`config.mk`:
```
export PLATFORM = sky130hd
export DESIGN_NAME = vnan_ctrl
export DESIGN_NICKNAME = d
export VERILOG_FILES = /design/src/design/vnan_pkg.sv /design/src/design/vnan_ctrl.sv
export SDC_FILE = /design/constraint.sdc
export NUM_CORES = 1
export LEC_CHECK = 0
export BUFFER_PORTS_ARGS = -buffer_cell sky130_fd_sc_hd__buf_2
export CAP_MARGIN = 20
export CORE_AREA = 2 2 39 41
export CTS_CLUSTER_DIAMETER = 200
export CTS_CLUSTER_SIZE = 12
export DETAILED_ROUTE_END_ITERATION = 16
export DIE_AREA = 0 0 41 43
export SLEW_MARGIN = 40
export SYNTH_ARGS = -nofsm -noshare
export SYNTH_HDL_FRONTEND = slang
export SYNTH_SLANG_ARGS = --single-unit
```
`constraint.sdc`:
```
create_clock -name clk -period 2.9 [get_ports clk]
set_clock_uncertainty 0.15 [all_clocks]
set_input_delay 0.145 -clock clk [delete_from_list [all_inputs] [get_ports clk]]
set_output_delay 0.145 -clock clk [all_outputs]
set_load 0.02 [all_outputs]
```
`src/design/vnan_pkg.sv`:
```
package vnan_pkg;

	localparam int COMP_W  = 16;
	localparam int SUM_W   = 24;
	localparam int COUNT_W = 8;
	localparam int SQ_W    = 2 * SUM_W - 1;
	localparam int LEN_W   = 2 * SUM_W;

	localparam int MAX_FACES = 255;
	localparam logic [COUNT_W-1:0] COUNT_CAP =
		COUNT_W'((MAX_FACES > 255) ? 255 : MAX_FACES);

	localparam logic [SUM_W-1:0] SUM_MAX = {1'b0, {(SUM_W-1){1'b1}}};
	localparam logic [SUM_W-1:0] SUM_MIN = {1'b1, {(SUM_W-1){1'b0}}};

	typedef struct packed {
		logic signed [COMP_W-1:0] face_nx;
		logic signed [COMP_W-1:0] face_ny;
		logic signed [COMP_W-1:0] face_nz;
		logic                     on_surface;
		logic                     last_face;
	} vnan_face_t;

	typedef struct packed {
		logic signed [COMP_W-1:0] normal_x;
		logic signed [COMP_W-1:0] normal_y;
		logic signed [COMP_W-1:0] normal_z;
		logic [COUNT_W-1:0]       surface_count;
		logic                     zero_normal;
	} vnan_norm_t;

	typedef struct packed {
		logic acc;
		logic sq;
		logic len;
		logic init;
		logic step;
		logic load;
	} vnan_cmd_t;

endpackage

```
`src/design/vnan_ctrl.sv`:
```
module vnan_ctrl import vnan_pkg::*; #(
	parameter int FRAC_BITS = 14
) (
	input  logic      clk,
	input  logic      arst_n,
	input  logic      in_valid,
	input  logic      last_face,
	input  logic      out_ready,
	output logic      in_ready,
	output logic      out_valid,
	output vnan_cmd_t cmd
);
	localparam int CW = $clog2(FRAC_BITS + 1);
	localparam logic [CW-1:0] STEP_FIRST = CW'(FRAC_BITS);

	localparam logic [2:0] ST_ACC  = 3'd0;
	localparam logic [2:0] ST_SQ   = 3'd1;
	localparam logic [2:0] ST_LEN  = 3'd2;
	localparam logic [2:0] ST_INIT = 3'd3;
	localparam logic [2:0] ST_ITER = 3'd4;
	localparam logic [2:0] ST_OUT  = 3'd5;

	logic [2:0]    state_q;
	logic [2:0]    state_d;
	logic [CW-1:0] step_q;
	logic          out_valid_q;

	assign in_ready  = (state_q == ST_ACC);
	assign out_valid = out_valid_q;

	always_comb begin
		cmd     = '0;
		state_d = state_q;
		case (state_q)
			ST_ACC: begin
				cmd.acc = in_valid;
				if (in_valid && last_face)
					state_d = ST_SQ;
			end
			ST_SQ: begin
				cmd.sq  = 1'b1;
				state_d = ST_LEN;
			end
			ST_LEN: begin
				cmd.len = 1'b1;
				state_d = ST_INIT;
			end
			ST_INIT: begin
				cmd.init = 1'b1;
				state_d  = ST_ITER;
			end
			ST_ITER: begin
				cmd.step = 1'b1;
				if (step_q == '0)
					state_d = ST_OUT;
			end
			ST_OUT: begin
				// The result register is free once its previous transaction completes.
				if (!out_valid_q || out_ready) begin
					cmd.load = 1'b1;
					state_d  = ST_ACC;
				end
			end
			default: state_d = ST_ACC;
		endcase
	end

	always_ff @(posedge clk or negedge arst_n) begin
		if (!arst_n) begin
			state_q     <= ST_ACC;
			step_q      <= '0;
			out_valid_q <= 1'b0;
		end else begin
			state_q <= state_d;
			if (cmd.init)
				step_q <= STEP_FIRST;
			else if (cmd.step)
				step_q <= step_q - 1'b1;
			if (cmd.load)
				out_valid_q <= 1'b1;
			else if (out_ready)
				out_valid_q <= 1'b0;
		end
	end
endmodule

```
==> metrics.log <==
[metrics] cell area after synthesis: about 430 µm²
[metrics] Num CTS Buffers: 3
[metrics] via count of the first global-routing pass: 316
[metrics] Setup crit start kind: flop
[metrics] Max Cap Violations: 0
[metrics] most common flop cell mapped by yosys: dfrtp_1
[metrics] Die Wd: 41 µm
[metrics] post-detailed-route count of antenna-violating nets: 0
[metrics] wire length of the first global-routing pass: roughly 1300 µm
[metrics] leak pwr: roughly 0.26 nW
[metrics] crit path time final: around 1700 ps
[metrics] combined global-route utilization of all metal layers: 0.121
[metrics] data required time at the worst endpoint: ~2600 ps
[metrics] highest-count cells in the layout ignoring fill and taps: buf_2, dfrtp_1, inv_1
[metrics] endpoint arrival time on the critical path: around 1400 ps
[metrics] clock sink count: 8
[metrics] Synth Warn #: 0
[metrics] Clk pin slew, worst setup/hold paths: 50 ps
[metrics] fraction of final layout cells with drive strength greater than 1: 0.300
[metrics] buffers inserted by post-CTS timing repair: 0
[metrics] cell at the root of the clock tree: clkbuf_4
[metrics] HPWL after DPL: 622 µm
[metrics] Resized Gates After CTS: 0
[metrics] total count of max-transition violations in the final report: 0
[metrics] area enclosed by the die boundary: between 1500 and 2000 µm²
[metrics] total of hold buffers inserted after clock tree synthesis: 1
[metrics] H-tree depth reported by CTS: 1
[metrics] tightest slew margin relative to the limit: 0.832
[metrics] CTS max path bufs: 2
[metrics] final worst-path cycle share: 0.580
[metrics] total negative slack for setup checks: 0 ps
[metrics] port bufs: 12
[metrics] source-to-sink clock delay at the later pin of the worst-skew pair: roughly 250 ps
[metrics] maximum clock rate: between 500 and 600 MHz
[metrics] outcome: finished, final reports clean
[metrics] Design Power: between 0.5 and 0.6 mW
[metrics] Yosys cell types: 25
[metrics] number of synthesized flops with an enable pin: 0
[metrics] chip height: 43 µm
[metrics] Initial DRT Pass Iterations: 2
[metrics] Core Footprint: between 1000 and 1500 µm²
[metrics] Vias/cell: 4.86
[metrics] Top-Level Pins: 13
[metrics] antenna diode count: 0
[metrics] initial antenna violation count: 0
[metrics] count of nets after finishing: between 60 and 70
[metrics] Fillers: 144
[metrics] area delta synth->final: 23.4%
[metrics] total number of vias: about 370
[metrics] synthesized instance count: between 40 and 50
[metrics] TritonCTS clock tree: built
[metrics] most common cell after layout, fill and taps aside: buf_2
[metrics] Iter 0 DRT Violations: 6
[metrics] post-synthesis sequential area ratio: 0.462
[metrics] maximum resistive drop on vdd: ~0.36 mV
[metrics] RSZ-0062 raised after global routing: no
[metrics] drc violations: 0
[metrics] average detailed-routed wire length per instance: 10.8 µm
[metrics] critical path endpoint category: output pin
[metrics] actual transition at the worst max-transition pin: 250 ps
[metrics] setup violators final: 0
[metrics] Pwr Density: about 1000 nW/µm²
[metrics] final std cells w/o fill: 76
[metrics] Rows: 14
[metrics] starting utilization of the core area: 0.313
[metrics] flip-flop and latch count after synthesis: 8
[metrics] peak fanout along the critical path: 9
[metrics] routability-driven placement congestion ratio: between 0.6 and 0.7
[metrics] post-route worst hold slack: between 90 and 100 ps
[metrics] share of async-settable or async-resettable flops after synthesis: 1.00
[metrics] total placed cells including tap cells: slightly above 70
[metrics] Hold Violations, Final: 0
[metrics] critical setup path kind: flop to output pin
[metrics] Remaining Overflow, GRT: 0
[metrics] total wirelength of the detailed-routed design: just over 800 µm
[metrics] syn_nets: between 50 and 60
[metrics] largest net degree at the start of global routing: 10
[metrics] class of the most critical hold timing path: input port to flop
[metrics] per-instance average area after synthesis: 9.62 µm²
## per-stage QoR
step | cell area (µm²) | utilization | setup WS, ps
final | 534 | 0.386 | 1220
after global routing | 534 | 0.386 | 1160
after CTS | 534 | 0.386 | 1210
after detailed placement | 502 | 0.363 | 1490
after global placement | 502 | 0.363 | 1500
after floorplan | 433 | - | 1260
## cell usage after synthesis, types with 2 or more instances
master   count  area (µm²)
or2_1        2        12.5
inv_1        5        18.8
and2_1       2        12.5
nand2_1      3        11.3
dfrtp_1      8         200
nor3_1       3        15.0
o21ai_0      4        20.0
## power breakdown
part           switching [mW]  leakage, nW  internal, mW
logic                   0.144        0.156         0.101
clock network          0.0375       0.0138        0.0473
registers              0.0534       0.0946         0.159
total                   0.235        0.264         0.307
## sequential cells by signal, summed over array words and instances, names as in the netlist
register,flops
state_q,3
step_q,4
out_valid,1
## kinds of logic after synthesis
logic type               Yosys count  synth area share
AO/OA/AOI/OAI                     12             0.191
adder cells (fa/ha/maj)            1            0.0289
buffers and inverters              7            0.0896
flip-flops                         8             0.462
AND/OR/NAND/NOR                   17             0.228
## metal layers
layer | up-vias | share of wire | track usage
met3 | 0 | 0.069 | 0.0471
li1 | 188 | - | -
met5 | - | 0 | 0
met4 | 0 | 0 | 0.100
met1 | 170 | 0.48 | 0.150
met2 | 11 | 0.45 | 0.156
## cell type report
type                    count  area, µm²  share of cell area
clock buffers               3       22.5              0.0422
inverters                   6       27.5              0.0515
multi-input cells          30        194               0.363
flip-flops and latches      8        200               0.375
well taps                  16       20.0              0.0375
repair buffers             13       70.1               0.131
## critical path, stage by stage, from the launching register on
cell and delay (ps):
dfrtp_1 450, or3b_4 470, clkinv_4 60, buf_2 150
## path summary, 6_finish.rpt
| kind | start | endpoint | slack, ps | depth (start not counted) |
|---|---|---|---|---|
| min in group asynchronous | arst_n | step_q[3] | 110 | 2 |
| max reg2reg | state_q[0] | step_q[2] | 1500 | 2 |
| max in group asynchronous | arst_n | step_q[0] | 2320 | 2 |
| min | last_face | state_q[0] | 100 | 3 |
| min reg2reg | step_q[3] | step_q[3] | 340 | 1 |
| max | state_q[0] | cmd[1] | 1220 | 3 |
Note: power is estimated with default switching activity, not from simulation.
